==> config.mk <==
export PLATFORM = sky130hd
export DESIGN_NAME = frame_decoder_crc16_check_flat
export DESIGN_NICKNAME = d
export VERILOG_FILES = /design/src/fdc_pkg.sv /design/src/fdc_if.sv /design/src/fdc_dp.sv /design/src/fdc_ctrl.sv /design/src/frame_decoder_crc16_check.sv /design/src/flat_wrapper.sv
export SDC_FILE = /design/constraint.sdc
export NUM_CORES = 1
export LEC_CHECK = 0
export BUFFER_PORTS_ARGS = -buffer_cell sky130_fd_sc_hd__buf_2
export CORE_MARGIN = 2
export CORE_UTILIZATION = 62
export CTS_CLUSTER_DIAMETER = 40
export DETAILED_ROUTE_END_ITERATION = 8
export PLACE_DENSITY = 0.85
export REMOVE_ABC_BUFFERS = 1
export SLEW_MARGIN = 30
export SYNTH_ARGS = -nofsm -noshare
export SYNTH_HDL_FRONTEND = slang
export SYNTH_SLANG_ARGS = --single-unit
==> constraint.sdc <==
create_clock -name clk -period 8.16 [get_ports clk]
set_input_delay 1.632 -clock clk [delete_from_list [all_inputs] [get_ports clk]]
set_output_delay 1.632 -clock clk [all_outputs]
set_load 0.01 [all_outputs]
==> src/fdc_pkg.sv <==
// ----------------------------------------------------------------------------
// fdc_pkg
// Shared types, constants and the CRC16 byte step for the frame decoder.
// ----------------------------------------------------------------------------
package fdc_pkg;

	localparam int MAX_PAYLOAD = 32;
	localparam int PAW         = (MAX_PAYLOAD > 1) ? $clog2(MAX_PAYLOAD) : 1;
	localparam int HDR_SIZE    = 12;

	localparam logic [PAW-1:0] PAW_ONE = PAW'(1);

	localparam logic [15:0] CRC_POLY = 16'h1021;
	localparam logic [15:0] CRC_INIT = 16'hFFFF;
	localparam logic [15:0] CRC_MSB  = 16'h8000;

	localparam logic [7:0] TYPE_MIN = 8'd1;
	localparam logic [7:0] TYPE_MAX = 8'd6;

	typedef enum logic [2:0] {
		STAT_OK,
		STAT_SHORT_HDR,
		STAT_MAGIC,
		STAT_VERSION,
		STAT_TYPE,
		STAT_LENGTH,
		STAT_SHORT_PAY,
		STAT_CRC
	} stat_t;

	typedef enum logic [1:0] {
		REG_MAGIC,
		REG_VERSION,
		REG_MAXLEN
	} cfg_reg_t;

	typedef enum logic [1:0] {
		FSM_RECV,
		FSM_CHECK,
		FSM_READ,
		FSM_EMIT
	} fsm_t;

	typedef struct packed {
		logic capture;
		logic clear;
		logic load_single;
		logic load_payload;
		logic rd_inc;
	} dp_cmd_t;

	typedef struct packed {
		stat_t chk_status;
		logic  len_zero;
		logic  rd_last;
		logic  out_free;
	} dp_sts_t;

	typedef struct packed {
		logic        we;
		logic [1:0]  index;
		logic [15:0] data;
	} cfg_wr_t;

	typedef struct packed {
		stat_t       status;
		logic [2:0]  msg_type;
		logic [31:0] sequence_res;
		logic [5:0]  pay_len;
		logic [5:0]  frame_total;
		logic [7:0]  payload_byte;
		logic        run_last;
	} result_t;

	// CCITT-FALSE, MSB first, one byte
	function automatic logic [15:0] crc16_byte(input logic [15:0] crc, input logic [7:0] b);
		logic [15:0] c;
		c = crc ^ {b, 8'h00};
		for (int i = 0; i < 8; i++) begin
			if ((c & CRC_MSB) != 16'h0000) begin
				c = {c[14:0], 1'b0} ^ CRC_POLY;
			end else begin
				c = {c[14:0], 1'b0};
			end
		end
		return c;
	endfunction

endpackage

==> src/fdc_if.sv <==
// ----------------------------------------------------------------------------
// fdc_if
// Valid/ready channels of the frame decoder: input bytes, results, config.
// ----------------------------------------------------------------------------
interface fdc_byte_if;
	logic       valid;
	logic       ready;
	logic [7:0] data_byte;
	logic       buffer_end;

	modport source (output valid, output data_byte, output buffer_end, input ready);
	modport sink   (input valid, input data_byte, input buffer_end, output ready);
endinterface

interface fdc_res_if;
	logic        valid;
	logic        ready;
	logic [2:0]  status;
	logic [2:0]  msg_type;
	logic [31:0] sequence_res;
	logic [5:0]  pay_len;
	logic [5:0]  frame_total;
	logic [7:0]  payload_byte;
	logic        run_last;

	modport source (output valid, output status, output msg_type, output sequence_res,
		output pay_len, output frame_total, output payload_byte,
		output run_last, input ready);
	modport sink   (input valid, input status, input msg_type, input sequence_res,
		input pay_len, input frame_total, input payload_byte,
		input run_last, output ready);
endinterface

interface fdc_cfg_if;
	logic        valid;
	logic        ready;
	logic [1:0]  index;
	logic [15:0] data;

	modport source (output valid, output index, output data, input ready);
	modport sink   (input valid, input index, input data, output ready);
endinterface

==> src/fdc_dp.sv <==
// ----------------------------------------------------------------------------
// fdc_dp
// Datapath: config registers, header capture, CRC, payload RAM, result register.
// ----------------------------------------------------------------------------
module fdc_dp (
	input  logic              clk,
	input  logic              arst_n,
	input  fdc_pkg::dp_cmd_t  cmd,
	input  logic [7:0]        data_byte,
	input  fdc_pkg::cfg_wr_t  cfg_wr,
	output fdc_pkg::dp_sts_t  sts,
	input  logic              res_ready,
	output logic              res_valid,
	output fdc_pkg::result_t  res_data
);

	logic [15:0] cfg_magic_q;
	logic [7:0]  cfg_version_q;
	logic [5:0]  cfg_maxlen_q;

	logic [15:0] byte_count_q;
	logic [15:0] hdr_magic_q;
	logic [7:0]  hdr_version_q;
	logic [7:0]  hdr_type_q;
	logic [15:0] hdr_length_q;
	logic [31:0] hdr_sequence_q;
	logic [15:0] hdr_crc_q;
	logic [15:0] crc_q;
	logic [fdc_pkg::PAW-1:0] rd_idx_q;

	logic [7:0] mem [fdc_pkg::MAX_PAYLOAD];
	logic [7:0] rd_data_q;

	logic             out_valid_q;
	fdc_pkg::result_t out_q;

	logic [15:0] pay_off;
	logic        in_hdr;
	logic        in_pay;
	logic        store;
	logic [15:0] limit;
	logic [16:0] need;
	logic [15:0] crc_expect;
	logic        out_free;
	logic        rd_last;
	fdc_pkg::stat_t chk_status;

	always_comb begin
		pay_off    = byte_count_q - 16'(fdc_pkg::HDR_SIZE);
		in_hdr     = byte_count_q < 16'(fdc_pkg::HDR_SIZE);
		in_pay     = !in_hdr && (pay_off < hdr_length_q);
		store      = in_pay && (pay_off < 16'(fdc_pkg::MAX_PAYLOAD));
		limit      = (16'(cfg_maxlen_q) < 16'(fdc_pkg::MAX_PAYLOAD)) ?
			16'(cfg_maxlen_q) : 16'(fdc_pkg::MAX_PAYLOAD);
		need       = 17'(fdc_pkg::HDR_SIZE) + 17'(hdr_length_q);
		crc_expect = (hdr_length_q != 16'h0000) ? crc_q : 16'h0000;
		out_free   = !out_valid_q || res_ready;
		rd_last    = (17'(rd_idx_q) + 17'd1) == 17'(hdr_length_q);
	end

	always_comb begin
		priority if (in_hdr) begin
			chk_status = fdc_pkg::STAT_SHORT_HDR;
		end else if (hdr_magic_q != cfg_magic_q) begin
			chk_status = fdc_pkg::STAT_MAGIC;
		end else if (hdr_version_q != cfg_version_q) begin
			chk_status = fdc_pkg::STAT_VERSION;
		end else if (hdr_type_q < fdc_pkg::TYPE_MIN || hdr_type_q > fdc_pkg::TYPE_MAX) begin
			chk_status = fdc_pkg::STAT_TYPE;
		end else if (hdr_length_q > limit) begin
			chk_status = fdc_pkg::STAT_LENGTH;
		end else if ({1'b0, byte_count_q} < need) begin
			chk_status = fdc_pkg::STAT_SHORT_PAY;
		end else if (hdr_crc_q != crc_expect) begin
			chk_status = fdc_pkg::STAT_CRC;
		end else begin
			chk_status = fdc_pkg::STAT_OK;
		end
	end

	assign sts.chk_status = chk_status;
	assign sts.len_zero   = hdr_length_q == 16'h0000;
	assign sts.rd_last    = rd_last;
	assign sts.out_free   = out_free;

	always_ff @(posedge clk or negedge arst_n) begin
		if (!arst_n) begin
			cfg_magic_q   <= 16'h0000;
			cfg_version_q <= 8'h00;
			cfg_maxlen_q  <= 6'd32;
		end else if (cfg_wr.we) begin
			unique case (cfg_wr.index)
				fdc_pkg::REG_MAGIC:   cfg_magic_q   <= cfg_wr.data;
				fdc_pkg::REG_VERSION: cfg_version_q <= cfg_wr.data[7:0];
				fdc_pkg::REG_MAXLEN:  cfg_maxlen_q  <= cfg_wr.data[5:0];
				default: ;
			endcase
		end
	end

	always_ff @(posedge clk or negedge arst_n) begin
		if (!arst_n) begin
			byte_count_q   <= 16'h0000;
			hdr_magic_q    <= 16'h0000;
			hdr_version_q  <= 8'h00;
			hdr_type_q     <= 8'h00;
			hdr_length_q   <= 16'h0000;
			hdr_sequence_q <= 32'h0;
			hdr_crc_q      <= 16'h0000;
			crc_q          <= fdc_pkg::CRC_INIT;
			rd_idx_q       <= '0;
		end else if (cmd.clear) begin
			byte_count_q   <= 16'h0000;
			hdr_magic_q    <= 16'h0000;
			hdr_version_q  <= 8'h00;
			hdr_type_q     <= 8'h00;
			hdr_length_q   <= 16'h0000;
			hdr_sequence_q <= 32'h0;
			hdr_crc_q      <= 16'h0000;
			crc_q          <= fdc_pkg::CRC_INIT;
			rd_idx_q       <= '0;
		end else begin
			if (cmd.rd_inc) begin
				rd_idx_q <= rd_idx_q + fdc_pkg::PAW_ONE;
			end
			if (cmd.capture) begin
				if (byte_count_q != 16'hFFFF) begin
					byte_count_q <= byte_count_q + 16'd1;
				end
				if (in_hdr) begin
					unique case (byte_count_q[3:0])
						4'd0:  hdr_magic_q[7:0]      <= data_byte;
						4'd1:  hdr_magic_q[15:8]     <= data_byte;
						4'd2:  hdr_version_q         <= data_byte;
						4'd3:  hdr_type_q            <= data_byte;
						4'd4:  hdr_length_q[7:0]     <= data_byte;
						4'd5:  hdr_length_q[15:8]    <= data_byte;
						4'd6:  hdr_sequence_q[7:0]   <= data_byte;
						4'd7:  hdr_sequence_q[15:8]  <= data_byte;
						4'd8:  hdr_sequence_q[23:16] <= data_byte;
						4'd9:  hdr_sequence_q[31:24] <= data_byte;
						4'd10: hdr_crc_q[7:0]        <= data_byte;
						4'd11: hdr_crc_q[15:8]       <= data_byte;
						default: ;
					endcase
				end else if (in_pay) begin
					crc_q <= fdc_pkg::crc16_byte(crc_q, data_byte);
				end
			end
		end
	end

	// payload RAM, registered read
	always_ff @(posedge clk) begin
		if (cmd.capture && store) begin
			mem[pay_off[fdc_pkg::PAW-1:0]] <= data_byte;
		end
		rd_data_q <= mem[rd_idx_q];
	end

	always_ff @(posedge clk or negedge arst_n) begin
		if (!arst_n) begin
			out_valid_q <= 1'b0;
		end else if (cmd.load_single || cmd.load_payload) begin
			out_valid_q <= 1'b1;
		end else if (res_ready) begin
			out_valid_q <= 1'b0;
		end
	end

	always_ff @(posedge clk) begin
		if (cmd.load_single) begin
			out_q.status       <= chk_status;
			out_q.run_last     <= 1'b1;
			out_q.pay_len      <= 6'd0;
			out_q.payload_byte <= 8'h00;
			if (chk_status == fdc_pkg::STAT_OK) begin
				out_q.msg_type     <= hdr_type_q[2:0];
				out_q.sequence_res <= hdr_sequence_q;
				out_q.frame_total  <= 6'(fdc_pkg::HDR_SIZE);
			end else begin
				out_q.msg_type     <= 3'd0;
				out_q.sequence_res <= 32'h0;
				out_q.frame_total  <= 6'd0;
			end
		end else if (cmd.load_payload) begin
			out_q.status         <= fdc_pkg::STAT_OK;
			out_q.msg_type       <= hdr_type_q[2:0];
			out_q.sequence_res   <= hdr_sequence_q;
			out_q.pay_len        <= hdr_length_q[5:0];
			out_q.frame_total    <= 6'(16'(fdc_pkg::HDR_SIZE) + hdr_length_q);
			out_q.payload_byte   <= rd_data_q;
			out_q.run_last       <= rd_last;
		end
	end

	assign res_valid = out_valid_q;
	assign res_data  = out_q;

	a_load_free: assert property (@(posedge clk) disable iff (!arst_n)
		(cmd.load_single || cmd.load_payload) |-> out_free)
		else $error("result register overwritten");

	a_clear_state: assert property (@(posedge clk) disable iff (!arst_n)
		cmd.clear |=> (byte_count_q == 16'h0000 && crc_q == fdc_pkg::CRC_INIT))
		else $error("frame state not cleared");

	a_rd_range: assert property (@(posedge clk) disable iff (!arst_n)
		cmd.load_payload |-> (16'(rd_idx_q) < hdr_length_q))
		else $error("payload read past length");

endmodule

==> src/fdc_ctrl.sv <==
// ----------------------------------------------------------------------------
// fdc_ctrl
// Controller: receive, check at buffer end, then payload readout.
// ----------------------------------------------------------------------------
module fdc_ctrl (
	input  logic              clk,
	input  logic              arst_n,
	input  logic              rx_valid,
	input  logic              rx_end,
	output logic              rx_ready,
	input  fdc_pkg::dp_sts_t  sts,
	output fdc_pkg::dp_cmd_t  cmd
);

	fdc_pkg::fsm_t st_q;
	fdc_pkg::fsm_t st_d;

	logic single;

	assign single = (sts.chk_status != fdc_pkg::STAT_OK) || sts.len_zero;

	always_ff @(posedge clk or negedge arst_n) begin
		if (!arst_n) begin
			st_q <= fdc_pkg::FSM_RECV;
		end else begin
			st_q <= st_d;
		end
	end

	always_comb begin
		st_d = st_q;
		unique case (st_q)
			fdc_pkg::FSM_RECV: begin
				if (rx_valid && rx_end) begin
					st_d = fdc_pkg::FSM_CHECK;
				end
			end
			fdc_pkg::FSM_CHECK: begin
				if (!single) begin
					st_d = fdc_pkg::FSM_READ;
				end else if (sts.out_free) begin
					st_d = fdc_pkg::FSM_RECV;
				end
			end
			fdc_pkg::FSM_READ: begin
				st_d = fdc_pkg::FSM_EMIT;
			end
			fdc_pkg::FSM_EMIT: begin
				if (sts.out_free) begin
					st_d = sts.rd_last ? fdc_pkg::FSM_RECV : fdc_pkg::FSM_READ;
				end
			end
			default: st_d = fdc_pkg::FSM_RECV;
		endcase
	end

	always_comb begin
		rx_ready = 1'b0;
		cmd      = '0;
		unique case (st_q)
			fdc_pkg::FSM_RECV: begin
				rx_ready    = 1'b1;
				cmd.capture = rx_valid;
			end
			fdc_pkg::FSM_CHECK: begin
				if (single && sts.out_free) begin
					cmd.load_single = 1'b1;
					cmd.clear       = 1'b1;
				end
			end
			fdc_pkg::FSM_READ: ;
			fdc_pkg::FSM_EMIT: begin
				if (sts.out_free) begin
					cmd.load_payload = 1'b1;
					cmd.clear        = sts.rd_last;
					cmd.rd_inc       = !sts.rd_last;
				end
			end
			default: ;
		endcase
	end

	a_end_to_check: assert property (@(posedge clk) disable iff (!arst_n)
		(st_q == fdc_pkg::FSM_RECV && rx_valid && rx_end) |=> st_q == fdc_pkg::FSM_CHECK)
		else $error("buffer end not checked");

	a_next_read: assert property (@(posedge clk) disable iff (!arst_n)
		cmd.rd_inc |=> st_q == fdc_pkg::FSM_READ)
		else $error("readout did not continue");

	a_clear_recv: assert property (@(posedge clk) disable iff (!arst_n)
		cmd.clear |=> st_q == fdc_pkg::FSM_RECV)
		else $error("clear without return to receive");

endmodule

==> src/frame_decoder_crc16_check.sv <==
// ----------------------------------------------------------------------------
// frame_decoder_crc16_check
// Framed packet parser with CRC16-CCITT (init 0xFFFF) payload check.
// ----------------------------------------------------------------------------
// Bytes are accepted one per cycle while a buffer is received. The beat that
// carries buffer_end is followed by a check state; a failed or empty frame then
// gives a single result, and a good frame gives one result per payload byte,
// paced by the registered read of the payload RAM feeding the result register
// and held while the output stalls. No byte is taken from the time buffer_end
// is accepted until the final result of that buffer is in the result register;
// that result may still wait on the output while the next buffer streams in.
// Configuration writes are taken every cycle and should only happen when idle.
// ----------------------------------------------------------------------------
module frame_decoder_crc16_check (
	input  logic         clk,
	input  logic         arst_n,
	fdc_byte_if.sink     rx,
	fdc_res_if.source    res,
	fdc_cfg_if.sink      cfg
);

	fdc_pkg::dp_cmd_t cmd;
	fdc_pkg::dp_sts_t sts;
	fdc_pkg::cfg_wr_t cfg_wr;
	fdc_pkg::result_t res_data;
	logic             res_valid;
	logic             rx_ready;

	assign cfg.ready    = 1'b1;
	assign cfg_wr.we    = cfg.valid;
	assign cfg_wr.index = cfg.index;
	assign cfg_wr.data  = cfg.data;

	assign rx.ready = rx_ready;

	fdc_ctrl u_ctrl (
		.clk      (clk),
		.arst_n   (arst_n),
		.rx_valid (rx.valid),
		.rx_end   (rx.buffer_end),
		.rx_ready (rx_ready),
		.sts      (sts),
		.cmd      (cmd)
	);

	fdc_dp u_dp (
		.clk       (clk),
		.arst_n    (arst_n),
		.cmd       (cmd),
		.data_byte (rx.data_byte),
		.cfg_wr    (cfg_wr),
		.sts       (sts),
		.res_ready (res.ready),
		.res_valid (res_valid),
		.res_data  (res_data)
	);

	assign res.valid          = res_valid;
	assign res.status         = res_data.status;
	assign res.msg_type       = res_data.msg_type;
	assign res.sequence_res   = res_data.sequence_res;
	assign res.pay_len        = res_data.pay_len;
	assign res.frame_total    = res_data.frame_total;
	assign res.payload_byte   = res_data.payload_byte;
	assign res.run_last       = res_data.run_last;

endmodule

==> src/flat_wrapper.sv <==
// flat-port wrapper written by rule: the top's interface ports become plain ports
module frame_decoder_crc16_check_flat 
  (clk, arst_n, rx_valid, rx_data_byte, rx_buffer_end, rx_ready, res_valid, res_status, res_msg_type, res_sequence_res, res_pay_len, res_frame_total, res_payload_byte, res_run_last, res_ready, cfg_valid, cfg_index, cfg_data, cfg_ready);
  fdc_byte_if rx_i ();
  fdc_res_if res_i ();
  fdc_cfg_if cfg_i ();
  input  logic clk;
  input  logic arst_n;
  input wire logic [$bits(rx_i.valid)-1:0] rx_valid;
  input wire logic [$bits(rx_i.data_byte)-1:0] rx_data_byte;
  input wire logic [$bits(rx_i.buffer_end)-1:0] rx_buffer_end;
  output wire logic [$bits(rx_i.ready)-1:0] rx_ready;
  output wire logic [$bits(res_i.valid)-1:0] res_valid;
  output wire logic [$bits(res_i.status)-1:0] res_status;
  output wire logic [$bits(res_i.msg_type)-1:0] res_msg_type;
  output wire logic [$bits(res_i.sequence_res)-1:0] res_sequence_res;
  output wire logic [$bits(res_i.pay_len)-1:0] res_pay_len;
  output wire logic [$bits(res_i.frame_total)-1:0] res_frame_total;
  output wire logic [$bits(res_i.payload_byte)-1:0] res_payload_byte;
  output wire logic [$bits(res_i.run_last)-1:0] res_run_last;
  input wire logic [$bits(res_i.ready)-1:0] res_ready;
  input wire logic [$bits(cfg_i.valid)-1:0] cfg_valid;
  input wire logic [$bits(cfg_i.index)-1:0] cfg_index;
  input wire logic [$bits(cfg_i.data)-1:0] cfg_data;
  output wire logic [$bits(cfg_i.ready)-1:0] cfg_ready;
  assign rx_i.valid = rx_valid;
  assign rx_i.data_byte = rx_data_byte;
  assign rx_i.buffer_end = rx_buffer_end;
  assign rx_ready = rx_i.ready;
  assign res_valid = res_i.valid;
  assign res_status = res_i.status;
  assign res_msg_type = res_i.msg_type;
  assign res_sequence_res = res_i.sequence_res;
  assign res_pay_len = res_i.pay_len;
  assign res_frame_total = res_i.frame_total;
  assign res_payload_byte = res_i.payload_byte;
  assign res_run_last = res_i.run_last;
  assign res_i.ready = res_ready;
  assign cfg_i.valid = cfg_valid;
  assign cfg_i.index = cfg_index;
  assign cfg_i.data = cfg_data;
  assign cfg_ready = cfg_i.ready;
  frame_decoder_crc16_check u_core (.clk(clk), .arst_n(arst_n), .rx(rx_i), .res(res_i), .cfg(cfg_i));
endmodule
Yosys cells after proc, flatten, opt, wreduce, memory -nomap -nowiden. Memories as Yosys holds them, arrays and structs flattened. A register that Yosys moved wholly into a read port is not among the register bits. Cells that the tools add are included.

Reductions and logical operators: 56. Bitwise operators: 9. Add/subtract/negate cells: 6. Equal/unequal tests: 25. Magnitude comparators: 8. Multiplexer cells: 106.

Operator list (number): 16-bit 2-to-1 mux (45); 8-bit 2-to-1 mux (18); 59-bit 2-to-1 mux (2); 13-bit 2-to-1 mux (8); 32-bit 2-to-1 mux (3); 3-bit AND reduction (14); 2-bit nonzero test (19); 35-bit 2-to-1 mux (1); 16-bit != test (2); 3-bit NOT (8); 3-bit 2-to-1 mux (7); 4-bit by 16-bit adder with 17-bit output, first input constant (1); 16-bit by 17-bit < comparator with 1-bit output (1); 16-bit by 1-bit adder with 16-bit output, second input constant (1); 4-bit by 3-bit == test with 1-bit output, second input constant (4); 4-bit == test, second input constant (4); 6-bit by 16-bit == test with 1-bit output (1); 16-bit by 6-bit > comparator with 1-bit output (1); 16-bit zero test (1); 16-bit < comparator (1); 16-bit by 4-bit < comparator with 1-bit output, second input constant (1); 16-bit by 6-bit < comparator with 1-bit output, second input constant (1); 2-bit 2-to-1 mux (8); 16-bit != test, second input constant (1); other kinds (31) (57).

Bits in writable memories: 256. Output and inout port bits: 62. Register bits after elaboration: 225. Memories: 1.

Memories: u_core.u_dp.mem (depth 32, bits a word 8, rd ports 1, clocked after memory_dff 1, write ports 1, line fdc_dp.sv:31) `logic [7:0] mem [fdc_pkg::MAX_PAYLOAD];`.

Logic depth before layout (Yosys ltp). Gate-level depths: netlist of run 1.

Depth in word-level cells: 58. Mapped depth: 19.

Hierarchy. A second synthesis of run 1 with hierarchy kept.

Cells, all modules: 1631. Area total of the unflattened synthesis: 21534.4 µm².

By module, submodules not included: fdc_dp (cells an instance 1613, instances 1, sequential area each 13594.3 µm², area each 21371.7 µm²); fdc_ctrl (cells an instance 16, instances 1, sequential area each 50.0 µm², area each 151.4 µm²); frame_decoder_crc16_check (cells an instance 2, instances 1, sequential area each 0.0 µm², area each 11.3 µm²).

Worst setup path after synthesis of run 1. No wires, ideal clock.

Path type: register to register. From: register u_core.u_dp.hdr_length_q[5]. To: register u_core.u_dp.res_data[15] (netlist name). Cell stages (with the launch flop): 15. Arrival time: 5.309 ns. Clock period less this slack: 5.565 ns. Data required time: 7.904 ns. Setup slack: 2.595 ns. Cells stage by stage: dfrtp_1 clkinv_1 nor3_1 and3_1 nand3_1 or3_1 nor4_1 xnor2_1 ha_1 nand3_1 a21oi_1 a221o_1 nor4b_1 a21oi_1 o22ai_1.

Word-level cells in the longest chain between the ends: 15. Elaborated cells between the ends (all ways): 19.

Ends and longest elaborated chain: from (decl) (line fdc_dp.sv:25) `logic [15:0] hdr_length_q;`; from (signal assigned) (line fdc_dp.sv:136) `4'd4: hdr_length_q[7:0] <= data_byte;`; parallel branches: the longest is 11 deep, another holds 4-bit by 16-bit adder with 17-bit output; 1-bit logical OR (*) (line fdc_ctrl.sv:20) `assign single = (sts.chk_status != fdc_pkg::STAT_OK) || sts.len_zero;`; 1-bit logical AND (*) (line fdc_ctrl.sv:66) `if (single && sts.out_free) begin`; 2-bit 2-to-1 mux (*) (line fdc_ctrl.sv:66); 1-bit 2-to-1 mux (*) (line fdc_ctrl.sv:60) `unique case (st_q)`.

Mark *: on every way between the ends. A chain may end at the register's enable or synchronous reset.

Final worst setup path of run 1.
From: register u_core.u_dp.byte_count_q[2]. To: memory u_core.u_dp.mem[27][1], enable pin.

Word-level cells in the longest chain between the ends: 7. Elaborated cells between the ends (all ways): 10.

Ends and longest elaborated chain: from (decl) (line fdc_dp.sv:21) `logic [15:0] byte_count_q;`; from (signal assigned) (line fdc_dp.sv:128) `byte_count_q <= byte_count_q + 16'd1;`; 16-bit by 4-bit subtractor with 16-bit output / 16-bit by 4-bit < comparator with 1-bit output (equally long branches) (line fdc_dp.sv:49, fdc_dp.sv:50); 16-bit < comparator / 1-bit zero test (equally long branches) (line fdc_dp.sv:51) `in_pay = !in_hdr && (pay_off < hdr_length_q);`; 1-bit logical AND (line fdc_dp.sv:51); 1-bit logical AND (line fdc_dp.sv:52) `store = in_pay && (pay_off < 16'(fdc_pkg::MAX_PAYLOAD));`; 1-bit logical AND (line fdc_dp.sv:155) `if (cmd.capture && store) begin`; 1-bit 2-to-1 mux (line fdc_dp.sv:155); 1-bit 2-to-1 mux (implied by the code) (line fdc_dp.sv:156) `mem[pay_off[fdc_pkg::PAW-1:0]] <= data_byte;`; to (decl) (line fdc_dp.sv:31).

Several ways; a longest one is shown, not always the timed one.

==> metrics.sh, run 1 <==
STATUS='complete, no violations'
INITIAL_DRC_COUNT=2024
CRITPATHMAXFANOUT=12
INITIAL_CORE_UTIL_PCT=63.2
DIE-WIDTH_UM=192
TIMING.REG2REG.SETUP_SLACK_NS=2.96
HOLD_PATH_STARTPOINT='u_core.u_dp.res_data[15]'
SYNTH_FLOP_CELL='sky130_fd_sc_hd__edfxtp_1'
WORST_SETUP_PATH_END_KIND='flip-flop'
GRT_ANTENNA_BEFORE_REPAIR=0
SYNTH_EDF_COUNT=300
SETUP_VIOLATIONS=0
YOSYS.AREA_SHARE.ADDER_PCT=2.63
COREAREA_UM2=34600
TRITONCTS_CLOCK_TREE='built'
TIMING.RR.START='u_core.u_dp.byte_count_q[2]'
PORTBUFFERS=92
CLOCK_TRANSITION_AT_PATH_REGS_NS=0.07
VIAS_IN_THE_FIRST_GLOBAL_ROUTE=14400
VIAS=14500
FINAL_ANTENNA_NET_COUNT=0
FILLERS=2102
DIE_HEIGHT_UM=192
MAX_STAGE_DELAY_NS=0.79
HOLD_CLASS='reg -> reg'
MAX_CAPACITANCE_VIOLATION_COUNT=0
DRIVE_GT1_SHARE_PCT=22.9
WORSTHOLDENDPOINT='u_core.u_dp.res_data[15]'
GRT_PASS1_WL_MM=85.6
LENGTH_IN_CELLS_OF_THE_WORST_REG_TO_REG_PATH=11
AREA_DELTA_SYNTH_FINAL_PCT=11.7
SOURCE_TO_SINK_CLOCK_DELAY_AT_THE_LATER_PIN_OF_THE_WORST_SKEW_PAIR_NS=0.58
ANTENNADIODECOUNT=0
SYNTH_AREA_PER_CELL_UM2=13.5
NUMCLOCKSINKS=489
GLOBALROUTEOVERFLOWTOTAL=0
FINAL_NETS=1782
WORST_R2R_ENDPOINT='u_core.u_dp.mem[27][1]'
FIN_WORST_SKEW_NS=0.0197
GLOBAL_ROUTE.USAGE.TOTAL_PCT=31.4
SYNTH_SEQ_AREA_SHARE_PCT=62.3
FRACTION_OF_SYNTHESIZED_AREA_IN_MULTIPLEXERS_PCT=9.86
FINAL.PERIOD_UTILIZATION_PCT=63.7
CP.ARRIVAL_NS=5.41
HOLDWS_NS=0.448
CELLPOWERDENSITY_nW_PER_UM2=280
CTS-BUFFERS-INSERTED=51
FLIP_FLOP_AND_LATCH_AREA_UM2=13700
SYNTH_CELLS=1627
CTSROOTBUFFERMASTER='sky130_fd_sc_hd__clkbuf_16'
FINAL.MIN_CLOCK_PERIOD_NS=5.20
PIN_COUNT=94
POSTCTSHOLDBUFS=0
TIMING.CRITICAL_PATH.SLOWEST_STAGE_CELL='sky130_fd_sc_hd__nor2_1'
DISTINCT_CELL_TYPE_COUNT_OF_THE_SYNTHESIZED_NETLIST=63
FMAX_GHz=0.192
FINALMAXSLEWVIOLATIONS=0
DIEAREA_UM2=36800
HOLD_VIOLATIONS=0
CTS_HTREE_LEVELS=2
GPL.FINAL_WEIGHTED_CONGESTION=0.961
VDD_DROP_MAX_mV=0.211
GRT_START_MAX_NET_PINS=86
PLACE.DETAILED.HPWL_MM=33.2
MAXSLEWHEADROOM_PCT=36.2
TIGHTEST_SLEW_NS=0.957
SYNTHSIMPLEGATEAREAFRAC_PCT=12.4
SYNTH-COMPOUND-AREA-SHARE_PCT=6.37
SYNTH_ASYNC_SR_FLOP_SHARE_PCT=33.9
SYNTH_XOR_XNOR_AREA_SHARE_PCT=3.84
SYNTH_SEQ_CELLS=489
FINISH.UTILIZATION_PCT=70.6
CP_CELL_SEQUENCE='ha_1, nand4bb_1, or4_1, xnor2_1, ha_1, a21o_1, a2111oi_0, o21ai_0, a211oi_1, nand2_1, nor2_1'
START_KIND='flip-flop'
FP-ROW-COUNT=68
GRT_SETUP_UNREPAIRED='false'
NUMBER_OF_WARNING_MESSAGES_IN_THE_YOSYS_LOG=0
POST_CTS_RESIZE_COUNT=0
CTS_MAX_PATH_BUFFERS=3
MIN_DELAY_PATH_DEPTH=2
PATH_CLASS='reg -> reg'
DETAILED_ROUTING_ITERATIONS_PASS_1=5
DETAIL_ROUTE.WIRELENGTH_MM=56.5
CPMOSTUSEDCELL='sky130_fd_sc_hd__ha_1'
ROUTED_LENGTH_PER_INSTANCE_UM=25.7
LEAKAGE_nW=8.85
TIMING.CRITICAL_PATH.REQUIRED_NS=8.37
MULTI_INPUT_COMB_AREA_UM2=7730
ROUTED_VIA_DENSITY=6.58
REMAINING_DRC_ERRORS=0
SYNTH_AREA_UM2=21900
POST_CTS_SETUP_DRIVEN_BUFFER_INSERTION_COUNT=0
SYNTH_TOP_FAMILY_BY_AREA='simple AND/OR/NAND/NOR gates'
SETUP_TNS_NS=0
-- worst max-delay path by stage --
stage | startpoint | endpoint | slack, ns | depth (start not counted)
finish | u_core.u_dp.byte_count_q[2] | u_core.u_dp.mem[27][1] | 2.96 | 11
detailed placement | u_core.u_dp.byte_count_q[2] | u_core.u_dp.mem[14][2] | 3.15 | 11
floorplan | u_core.u_dp.rd_idx_q[0] | u_core.u_dp.byte_count_q[0] | 0.14 | 8
CTS | u_core.u_dp.byte_count_q[2] | u_core.u_dp.mem[14][4] | 3.08 | 11
global placement | u_core.u_dp.hdr_length_q[5] | u_core.u_dp.byte_count_q[7] | 3.35 | 15
global route | u_core.u_dp.byte_count_q[2] | u_core.u_dp.mem[14][4] | 2.68 | 11
-- worst max-delay path, delay by kind of cell, from the launching register on --
kind,cells,cell delay (ns)
xor+xnor,1,0.19
compound gates,4,1.27
simple gates,4,2.17
fa+ha+maj,2,0.66
flops,1,0.54
-- registers in the layout, indices dropped and copies added, names as in the netlist --
signal / flops
u_core.u_dp.cfg_version_q: 8
u_core.u_dp.crc_q: 16
u_core.u_dp.hdr_sequence_q: 32
u_core.u_ctrl.st_q: 2
u_core.u_dp.cfg_magic_q: 16
u_core.u_dp.cfg_maxlen_q: 6
u_core.u_dp.res_valid: 1
u_core.u_dp.hdr_magic_q: 16
u_core.u_dp.mem: 256
u_core.u_dp.res_data: 59
u_core.u_dp.hdr_type_q: 8
u_core.u_dp.rd_idx_q: 5
u_core.u_dp.byte_count_q: 16
u_core.u_dp.hdr_crc_q: 16
u_core.u_dp.hdr_length_q: 16
u_core.u_dp.rd_data_q: 8
u_core.u_dp.hdr_version_q: 8
-- metrics by stage --
step	total power (W)	instances	setup WS [ns]	instance area, µm²
after floorplan	0.00395	1534	0.140	21500
after global placement	0.00438	2106	3.35	22700
after detailed placement	0.00445	2106	3.15	22700
after CTS	0.00682	2201	3.08	24400
after global routing	0.00705	2201	2.68	24500
final	0.00685	2201	2.96	24500
-- Yosys cell counts (3+ instances only) --
library cell | instances | area [µm²]
sky130_fd_sc_hd__dfxtp_1 | 23 | 460
sky130_fd_sc_hd__o21a_1 | 3 | 22.5
sky130_fd_sc_hd__or3_1 | 6 | 37.5
sky130_fd_sc_hd__clkbuf_1 | 73 | 274
sky130_fd_sc_hd__a21oi_2 | 40 | 350
sky130_fd_sc_hd__a211o_1 | 19 | 166
sky130_fd_sc_hd__and3_1 | 13 | 81.3
sky130_fd_sc_hd__xnor2_1 | 52 | 455
sky130_fd_sc_hd__edfxtp_1 | 300 | 9010
sky130_fd_sc_hd__buf_1 | 7 | 26.3
sky130_fd_sc_hd__and2_1 | 6 | 37.5
sky130_fd_sc_hd__nand3_1 | 119 | 596
sky130_fd_sc_hd__buf_6 | 11 | 124
sky130_fd_sc_hd__nor2_4 | 10 | 113
sky130_fd_sc_hd__nor4_1 | 12 | 75.1
sky130_fd_sc_hd__nor2_1 | 86 | 323
sky130_fd_sc_hd__o21ai_0 | 13 | 65.1
sky130_fd_sc_hd__nor2b_1 | 41 | 257
sky130_fd_sc_hd__mux4_2 | 80 | 1800
sky130_fd_sc_hd__and4_1 | 3 | 26.3
sky130_fd_sc_hd__a2111oi_0 | 3 | 26.3
sky130_fd_sc_hd__a21oi_1 | 87 | 435
sky130_fd_sc_hd__dfstp_2 | 17 | 447
sky130_fd_sc_hd__inv_1 | 32 | 120
sky130_fd_sc_hd__a21o_1 | 14 | 105
sky130_fd_sc_hd__o22ai_1 | 4 | 25.0
sky130_fd_sc_hd__mux2_2 | 30 | 338
sky130_fd_sc_hd__nor3b_1 | 8 | 60.1
sky130_fd_sc_hd__nor3_1 | 18 | 90.1
sky130_fd_sc_hd__dfrtp_1 | 149 | 3730
sky130_fd_sc_hd__or4_1 | 6 | 45.0
sky130_fd_sc_hd__ha_1 | 46 | 576
sky130_fd_sc_hd__nand2_1 | 194 | 728
sky130_fd_sc_hd__a31oi_1 | 3 | 18.8
sky130_fd_sc_hd__nand4_1 | 10 | 62.6
sky130_fd_sc_hd__xor2_1 | 44 | 385
sky130_fd_sc_hd__a21boi_0 | 7 | 52.6
sky130_fd_sc_hd__nand2b_1 | 4 | 25.0
-- where the power goes --
part / leakage, nW / switching [W] / internal, W / total, W
Sequential: 5.11 / 0.000135 / 0.00283 / 0.00297
Clock: 0.861 / 0.000992 / 0.00138 / 0.00237
Combinational: 2.89 / 0.000970 / 0.000536 / 0.00151
Total: 8.85 / 0.00210 / 0.00475 / 0.00685
-- cells by family (layout without fill, tap and decap cells) --
| group | after synthesis | count (layout) |
|---|---|---|
| flip-flops | 489 | 489 |
| multiplexers | 112 | 112 |
| XOR/XNOR | 96 | 96 |
| other | 1 | 1 |
| adder cells (fa/ha/maj) | 46 | 46 |
| AND/OR/NAND/NOR | 548 | 548 |
| AO/OA/AOI/OAI | 208 | 208 |
| buffers and inverters | 127 | 246 |
-- cell type report --
| cell class | count | area share (%) |
|---|---|---|
| Sequential cell | 489 | 55.8 |
| Inverter | 34 | 0.522 |
| Clock inverter | 30 | 1.04 |
| Timing Repair Buffer | 117 | 2.71 |
| Clock buffer | 65 | 6.02 |
| Multi-Input combinational cell | 1011 | 31.6 |
| Tap cell | 455 | 2.33 |
-- placed cells by master (no fill, tap or decap), drive strengths merged, types with 41 or more instances in the layout --
master and count:
edfxtp 300, nand2 194, dfrtp 149, a21oi 127
nand3 119, buf 117, nor2 96, mux4 80
clkbuf 65, xnor2 52, ha 46, xor2 44
nor2b 41
-- metal layers --
metal | GRT usage (%) | routed length (µm) | vias to the layer above
met3 | 5.90 | 5610 | 178
met1 | 41.3 | 20300 | 7221
met2 | 51.7 | 28000 | 971
met4 | 13.7 | 2680 | 0
met5 | 0 | 0 | -
li1 | - | - | 6109
No activity file was read; power rests on OpenSTA's default activity.
==> inputs of run 2 (changes only) <==
ABC_AREA = 1   (was unset)
clock period = 5.2 ns   (was 8.16 ns; I/O delays follow)
==> metrics.sh, run 2 <==
POSTCTSHOLDBUFS=0  # unchanged
FIN_WORST_SKEW_NS=0.0240  # +0.00423 ns
MAX_CAPACITANCE_VIOLATION_COUNT=0  # unchanged
HOLD_PATH_STARTPOINT='u_core.u_dp.rd_data_q[0]'
LENGTH_IN_CELLS_OF_THE_WORST_REG_TO_REG_PATH=27  # +16
YOSYS.AREA_SHARE.ADDER_PCT=2.57  # -0.063 points
SETUP_VIOLATIONS=0  # unchanged
FINAL_ANTENNA_NET_COUNT=0  # unchanged
START_KIND='flip-flop'
HOLDWS_NS=0.428  # -0.0205 ns
FINAL_NETS=2357  # +32%
REMAINING_DRC_ERRORS=0  # unchanged
SYNTH_SEQ_CELLS=489  # unchanged
ANTENNADIODECOUNT=0  # unchanged
POST_CTS_RESIZE_COUNT=0  # unchanged
PORTBUFFERS=92  # unchanged
NUMBER_OF_WARNING_MESSAGES_IN_THE_YOSYS_LOG=0  # unchanged
SYNTH_AREA_UM2=22400  # +2.5%
WORSTHOLDENDPOINT='u_core.u_dp.res_data[1]'
POWER.NET_SWITCHING_W=0.00358  # +71%
COREAREA_UM2=35600  # +2.7%
DIEAREA_UM2=37700  # +2.4%
MAX_STAGE_DELAY_NS=0.53  # -0.26 ns
INITIAL_DRC_COUNT=1996  # -1.4%
SYNTHTOPCELLSBYCOUNT='339 x sky130_fd_sc_hd__nand2_1, 311 x sky130_fd_sc_hd__nor2_1, 300 x sky130_fd_sc_hd__edfxtp_1, 205 x sky130_fd_sc_hd__nand4_1, 205 x sky130_fd_sc_hd__o21ai_0'
ROUTED_VIA_DENSITY=6.27  # -4.7%
POWER.CLOCK.FRACTION_PCT=34.9  # +0.3 points
CPMOSTUSEDCELL='sky130_fd_sc_hd__nand2_1'
FINAL.SETUP.WORST_SLACK_NS=0.534  # -2.43 ns
WORST_R2R_ENDPOINT='u_core.u_dp.hdr_crc_q[9]'
GRT_START_MAX_NET_PINS=134  # +56%
CRITPATHMAXFANOUT=63  # +51
TIMING.RR.START='u_core.u_dp.hdr_length_q[2]'
SYNTH_ASYNC_SR_FLOP_SHARE_PCT=33.9  # unchanged
SYNTH_TOP_FAMILY_BY_AREA='simple AND/OR/NAND/NOR gates'
GPL.FINAL_WEIGHTED_CONGESTION=0.920  # -4.3%
VIAS_IN_THE_FIRST_GLOBAL_ROUTE=16900  # +18%
MIN_DELAY_PATH_DEPTH=2  # unchanged
SYNTH_CELLS=2195  # +35%
HOLD_VIOLATIONS=0  # unchanged
COMB_POWER_SHARE_PCT=22.2  # +0.2 points
POST-SYNTH-TOP-AREA-CELL='sky130_fd_sc_hd__edfxtp_1'
STATUS='complete, no violations'
DETAIL_ROUTE.WIRELENGTH_MM=57.8  # +2.3%
DISTINCT_CELL_TYPE_COUNT_OF_THE_SYNTHESIZED_NETLIST=46  # -27%
SYNTHSIMPLEGATEAREAFRAC_PCT=19.7  # +7.3 points
GRT_ANTENNA_BEFORE_REPAIR=0  # unchanged
CP.ARRIVAL_NS=5.18  # -0.23 ns
CRITPATHBUFINV=4  # +4
SYNTH_FLOP_CELL='sky130_fd_sc_hd__edfxtp_1'
SYNTH_SEQ_AREA_SHARE_PCT=60.8  # -1.5 points
PIN_COUNT=94  # unchanged
TRITONCTS_CLOCK_TREE='built'
SETUP_TNS_NS=0  # unchanged
SOURCE_TO_SINK_CLOCK_DELAY_AT_THE_LATER_PIN_OF_THE_WORST_SKEW_PAIR_NS=0.59  # about the same
P_INT_W=0.00743  # +56%
SYNTH_XOR_XNOR_AREA_SHARE_PCT=3.20  # -0.64 points
TIMING.REG2REG.SETUP_SLACK_NS=0.53  # -2.43 ns
GLOBAL_ROUTE.USAGE.TOTAL_PCT=30.3  # -1.1 points
P_SEQ_SHARE_PCT=42.9  # -0.5 points
POST_CTS_SETUP_DRIVEN_BUFFER_INSERTION_COUNT=0  # unchanged
PLACE.DETAILED.HPWL_MM=35.4  # +6.7%
MAX_REG_FLOPS=256  # unchanged
DRIVE_GT1_SHARE_PCT=13.6  # -9.3 points
CTS-BUFFERS-INSERTED=54  # +5.9%
ROUTED_LENGTH_PER_INSTANCE_UM=20.8  # -19%
SYNTH_AREA_PER_CELL_UM2=10.2  # -24%
CTS_MAX_PATH_BUFFERS=3  # unchanged
CTS_HTREE_LEVELS=2  # unchanged
FINAL.MIN_CLOCK_PERIOD_NS=4.67  # -0.531 ns
FINALMAXSLEWVIOLATIONS=0  # unchanged
LEAKAGE_nW=10.2  # +16%
VIAS=17500  # +21%
TIGHTEST_SLEW_NS=1.01  # +0.0507 ns
AREA_DELTA_SYNTH_FINAL_PCT=12.1
VDD_DROP_MAX_mV=0.425  # +100%
HOLD_CLASS='reg -> reg'
SWSHARE_PCT=32.5  # +1.9 points
PATH_CLASS='reg -> reg'
MAXSLEWHEADROOM_PCT=32.7  # -3.5 points
SYNTH_EDF_COUNT=300  # unchanged
NUMCLOCKSINKS=489  # unchanged
MOSTFREQUENTLAYOUTCELLS='338 x sky130_fd_sc_hd__nand2_1, 310 x sky130_fd_sc_hd__nor2_1, 300 x sky130_fd_sc_hd__edfxtp_1'
FMAX_GHz=0.214  # +11%
FRACTION_OF_SYNTHESIZED_AREA_IN_MULTIPLEXERS_PCT=0.446  # -9.4 points
SYNTHDOMINANTCELLAREASHARE_PCT=40.2  # -0.98 points
DIE_HEIGHT_UM=194  # +1.2%
CELLPOWERDENSITY_nW_PER_UM2=438  # +56%
FP-ROW-COUNT=69  # +1.5%
DETAILED_ROUTING_ITERATIONS_PASS_1=6  # +1
CTSROOTBUFFERMASTER='sky130_fd_sc_hd__clkbuf_16'
TIMING.CRITICAL_PATH.SLOWEST_STAGE_CELL='sky130_fd_sc_hd__buf_4'
FINAL.PERIOD_UTILIZATION_PCT=89.7  # +26 points
CRIT_FAMILY='simple AND/OR/NAND/NOR gates'
INITIAL_CORE_UTIL_PCT=63.1  # -0.16 points
GLOBALROUTEOVERFLOWTOTAL=0  # unchanged
SYNTH-COMPOUND-AREA-SHARE_PCT=8.14  # +1.8 points
GRT_PASS1_WL_MM=90.4  # +5.6%
CLOCK_TRANSITION_AT_PATH_REGS_NS=0.06  # about the same
YOSYSMOSTFREQUENTCELL='sky130_fd_sc_hd__nand2_1'
TIMING.CRITICAL_PATH.REQUIRED_NS=5.71  # -2.66 ns
FINAL_COMMON_CELL='sky130_fd_sc_hd__nand2_1'
DIE-WIDTH_UM=194  # +1.2%
YOSYS-TOP-CELLS-AREA='sky130_fd_sc_hd__edfxtp_1 40%, sky130_fd_sc_hd__dfrtp_1 17%, sky130_fd_sc_hd__nand4_1 5.7%, sky130_fd_sc_hd__nand2_1 5.7%, sky130_fd_sc_hd__nor2_1 5.2%'
PRE_CTS_WS_NS=0.716  # -2.43 ns
GRT_SETUP_UNREPAIRED='false'
WORST_SETUP_PATH_END_KIND='flip-flop'
-- run 2: cell types whose count changed in the layout (fill, tap and decap cells not counted), moves of 73 or more --
cell	change
sky130_fd_sc_hd__inv_1	+94
sky130_fd_sc_hd__mux4_2	-80
sky130_fd_sc_hd__nand2_1	+144
sky130_fd_sc_hd__nand3_1	-74
sky130_fd_sc_hd__nand4_1	+195
sky130_fd_sc_hd__nor2_1	+225
sky130_fd_sc_hd__o21ai_0	+192
sky130_fd_sc_hd__o22ai_1	+73
-- run 2: kinds of logic after synthesis --
family	count (synthesis)
buf+inv	264
fa+ha+maj	46
mux	9
simple gates	969
flops	489
other cells	1
compound gates	335
xor+xnor	82
-- run 2: worst max-delay path by stage --
stage	start	endpoint	slack [ns]	depth (start not counted)
2_1_floorplan	u_core.u_dp.rd_idx_q[0]	u_core.u_dp.res_data[0]	-3.95	9
3_3_place_gp	u_core.u_dp.hdr_length_q[2]	u_core.u_dp.hdr_sequence_q[3]	0.88	27
3_5_place_dp	u_core.u_dp.hdr_length_q[2]	u_core.u_dp.hdr_sequence_q[6]	0.72	27
4_1_cts	u_core.u_dp.hdr_length_q[2]	u_core.u_dp.hdr_length_q[2]	0.62	27
5_1_grt	u_core.u_dp.hdr_length_q[2]	u_core.u_dp.hdr_length_q[2]	0.03	27
6_report	u_core.u_dp.hdr_length_q[2]	u_core.u_dp.hdr_crc_q[9]	0.53	27
-- run 2: power by group through the flow --
stage / Sequential (W) / Combinational, W / Clock (W)
after global placement: 0.00477 / 0.00230 / 0
after detailed placement: 0.00478 / 0.00238 / 0
after floorplan: 0.00484 / 0.00140 / 0
after CTS: 0.00471 / 0.00241 / 0.00386
final: 0.00472 / 0.00245 / 0.00384
after global routing: 0.00475 / 0.00266 / 0.00402
-- run 2: tightest hold or removal path: cells and delay by family, from the launching register on --
family        cells  cell delay [ns]
flops             1             0.30
simple gates      2             0.10
-- run 2: cell type report --
cell class                      count  area [µm²]
Clock buffer                       62        1420
Clock inverter                     39         388
Fill cell                        2377       10400
Inverter                          141         529
Multi-Input combinational cell   1442        7660
Sequential cell                   489       13600
Tap cell                          461         577
Timing Repair Buffer              151         926
-- run 2: routing by layer --
metal	GRT usage (%)	share of wire, %	up-vias
met5	0	0	-
met4	17.1	6.3	0
met3	5.10	9.4	246
met2	49.6	48	952
met1	38.8	37	8398
li1	-	-	7869
-- run 2: metrics by stage --
stage               cell area, µm²  cells  utilization, %  total power, W
floorplan                    21800   2072               -         0.00624
global placement             23300   2684            65.6         0.00707
detailed placement           23300   2684            65.6         0.00716
CTS                          25200   2785            70.7          0.0110
global route                 25200   2785            70.7          0.0114
finish                       25200   2785            70.7          0.0110
==> inputs of run 3 (changes only) <==
ABC_AREA = unset   (was 1)
==> metrics.sh, run 3 (same netlist as run 1, synthesis figures left out) <==
TIMING.RR.START='u_core.u_dp.byte_count_q[6]'
START_KIND='flip-flop'
PATH_CLASS='reg -> reg'
PIN_COUNT=94  # unchanged
SOURCE_TO_SINK_CLOCK_DELAY_AT_THE_LATER_PIN_OF_THE_WORST_SKEW_PAIR_NS=0.61  # +0.02 ns
FIN_WORST_SKEW_NS=0.0310  # +0.00704 ns
CP_CELL_SEQUENCE='nor3_1, nand4bb_1, or4_1, xnor2_1, ha_1, a21o_1, a2111oi_0, o21ai_0, a211oi_1, nand2_1, nor2_1, buf_4'
FINAL.PERIOD_UTILIZATION_PCT=95.0  # +5.2 points
POST-ROUTE-CELL-AREA_UM2=25000  # -0.73%
MOSTFREQUENTLAYOUTCELLS='300 x sky130_fd_sc_hd__edfxtp_1, 194 x sky130_fd_sc_hd__nand2_1, 147 x sky130_fd_sc_hd__dfrtp_1'
LEAKAGE_nW=9.16  # -11%
POST_LAYOUT_NONFILLER_INSTANCES=2251  # -19%
GRT_PASS1_WL_MM=88.0  # -2.6%
HOLD_PATH_STARTPOINT='u_core.u_dp.res_data[0]'
FINAL.MIN_CLOCK_PERIOD_NS=4.94  # +0.272 ns
HOLDWS_NS=0.461  # +0.0333 ns
INITIAL_CORE_UTIL_PCT=63.2  # +0.16 points
DIE-WIDTH_UM=192  # -1.2%
WORST_SETUP_PATH_END_KIND='flip-flop'
GRT_ANTENNA_BEFORE_REPAIR=0  # unchanged
WORSTHOLDENDPOINT='u_core.u_dp.res_data[0]'
SETUP_TNS_NS=0  # unchanged
PLACEDCELLCOUNT=2146  # -20%
MAX_CAPACITANCE_VIOLATION_COUNT=0  # unchanged
PLACE.DETAILED.HPWL_MM=34.5  # -2.3%
GRT_START_MAX_NET_PINS=101  # -25%
CP.ARRIVAL_NS=5.23  # +0.05 ns
DETAILED_ROUTING_ITERATIONS_PASS_1=8  # +2
MAXSLEWHEADROOM_PCT=36.7  # +4.0 points
POSTCTSHOLDBUFS=0  # unchanged
SETUP_VIOLATIONS=0  # unchanged
CTSROOTBUFFERMASTER='sky130_fd_sc_hd__clkbuf_16'
AREA_DELTA_SYNTH_FINAL_PCT=14.0
TIGHTEST_SLEW_NS=0.949  # -0.0591 ns
GRT_SETUP_UNREPAIRED='false'
CRITPATHMAXFANOUT=9  # -86%
HOLD_VIOLATIONS=0  # unchanged
VIAS=14800  # -15%
TIMING.REG2REG.SETUP_SLACK_NS=0.26  # -0.27 ns
GPL.FINAL_WEIGHTED_CONGESTION=0.944  # +2.6%
FINALMAXSLEWVIOLATIONS=0  # unchanged
MIN_DELAY_PATH_DEPTH=1  # -1
CTS-BUFFERS-INSERTED=55  # +1.9%
PORTBUFFERS=92  # unchanged
TIMING.CRITICAL_PATH.REQUIRED_NS=5.49  # -0.22 ns
ROUTED_VIA_DENSITY=6.57  # +4.7%
ANTENNADIODECOUNT=0  # unchanged
FINAL_ANTENNA_NET_COUNT=0  # unchanged
ROUTED_LENGTH_PER_INSTANCE_UM=25.5  # +23%
CTS_HTREE_LEVELS=2  # unchanged
DRIVE_GT1_SHARE_PCT=24.6  # +11 points
TRITONCTS_CLOCK_TREE='built'
GLOBAL_ROUTE.USAGE.TOTAL_PCT=32.2  # +1.8 points
STATUS='complete, no violations'
FMAX_GHz=0.203  # -5.5%
REMAINING_DRC_ERRORS=0  # unchanged
NUMCLOCKSINKS=489  # unchanged
FP-ROW-COUNT=68  # -1.4%
MAX_REG_FLOPS=256  # unchanged
PLACED_CELL_AREA_UM2=23000  # -1.4%
CLOCK_TRANSITION_AT_PATH_REGS_NS=0.06  # about the same
DETAIL_ROUTE.WIRELENGTH_MM=57.5  # -0.58%
DIEAREA_UM2=36800  # -2.3%
MAX_STAGE_DELAY_NS=0.51  # -0.02 ns
FINAL_COMMON_CELL='sky130_fd_sc_hd__edfxtp_1'
POST_CTS_RESIZE_COUNT=0  # unchanged
VIAS_IN_THE_FIRST_GLOBAL_ROUTE=15000  # -12%
TIMING.CRITICAL_PATH.SLOWEST_STAGE_CELL='sky130_fd_sc_hd__or4_1'
CTS_MAX_PATH_BUFFERS=3  # unchanged
COREAREA_UM2=34600  # -2.6%
FILLERS=2091  # -12%
CELLPOWERDENSITY_nW_PER_UM2=444  # +1.5%
WORST_R2R_ENDPOINT='u_core.u_dp.mem[9][7]'
POST_CTS_SETUP_DRIVEN_BUFFER_INSERTION_COUNT=0  # unchanged
GLOBALROUTEOVERFLOWTOTAL=0  # unchanged
FINAL_NETS=1827  # -22%
LENGTH_IN_CELLS_OF_THE_WORST_REG_TO_REG_PATH=12  # -56%
VDD_DROP_MAX_mV=0.467  # +9.9%
INITIAL_DRC_COUNT=2066  # +3.5%
DIE_HEIGHT_UM=192  # -1.2%
HOLD_CLASS='reg -> reg'
==> run 3: worst max path at each step <==
stage / start / slack, ns / end / cells after the start
after floorplan: u_core.u_dp.rd_idx_q[0] / -2.82 / u_core.u_dp.byte_count_q[0] / 8
after global placement: u_core.u_dp.byte_count_q[2] / 0.79 / u_core.u_dp.mem[17][5] / 12
after CTS: u_core.u_dp.byte_count_q[2] / 0.44 / u_core.u_dp.mem[9][7] / 12
after global routing: u_core.u_dp.byte_count_q[2] / 0.12 / u_core.u_dp.mem[18][0] / 12
final: u_core.u_dp.byte_count_q[6] / 0.26 / u_core.u_dp.mem[9][7] / 12
after detailed placement: u_core.u_dp.byte_count_q[2] / 0.60 / u_core.u_dp.mem[17][3] / 12
==> run 3: per-stage QoR <==
| stage | power (W) | util, % | setup WS [ns] |
|---|---|---|---|
| after floorplan | 0.00621 | - | -2.82 |
| after global placement | 0.00691 | 66.5 | 0.790 |
| after detailed placement | 0.00701 | 66.5 | 0.601 |
| after CTS | 0.0111 | 72.1 | 0.438 |
| after global routing | 0.0114 | 72.1 | 0.115 |
| final | 0.0111 | 72.1 | 0.262 |
==> run 3: final cells by class <==
type / count / area [µm²] / area share, %
Sequential cell: 489 / 13600 / 54.7
Tap cell: 455 / 569 / 2.28
Clock inverter: 31 / 380 / 1.52
Inverter: 34 / 128 / 0.511
Timing Repair Buffer: 158 / 985 / 3.94
Multi-Input combinational cell: 1011 / 7710 / 30.9
Clock buffer: 73 / 1550 / 6.20
==> run 3: per-layer routing <==
layer / part of all wire (%) / track usage [%] / vias up / wire length, µm
li1: - / - / 6209 / -
met1: 35 / 41.8 / 7277 / 20300
met2: 48 / 51.9 / 1056 / 27800
met3: 11 / 6.52 / 236 / 6310
met4: 5.4 / 16.3 / 0 / 3080
met5: 0 / 0 / - / 0
==> run 3: where the power goes <==
part           internal (W)  switching [W]  total (W)  leakage (nW)
Combinational      0.000855        0.00152    0.00238          3.11
Clock               0.00242        0.00164    0.00406         0.941
Sequential          0.00445       0.000202    0.00465          5.11
Total               0.00773        0.00336     0.0111          9.16
==> run 3: worst max-delay path, delay by kind of cell, from the launching register on <==
kind | cells | cell delay (ns)
flip-flops | 1 | 0.50
adder cells (fa/ha/maj) | 1 | 0.30
AO/OA/AOI/OAI | 4 | 1.31
buffers and inverters | 1 | 0.21
XOR/XNOR | 1 | 0.22
AND/OR/NAND/NOR | 5 | 2.12
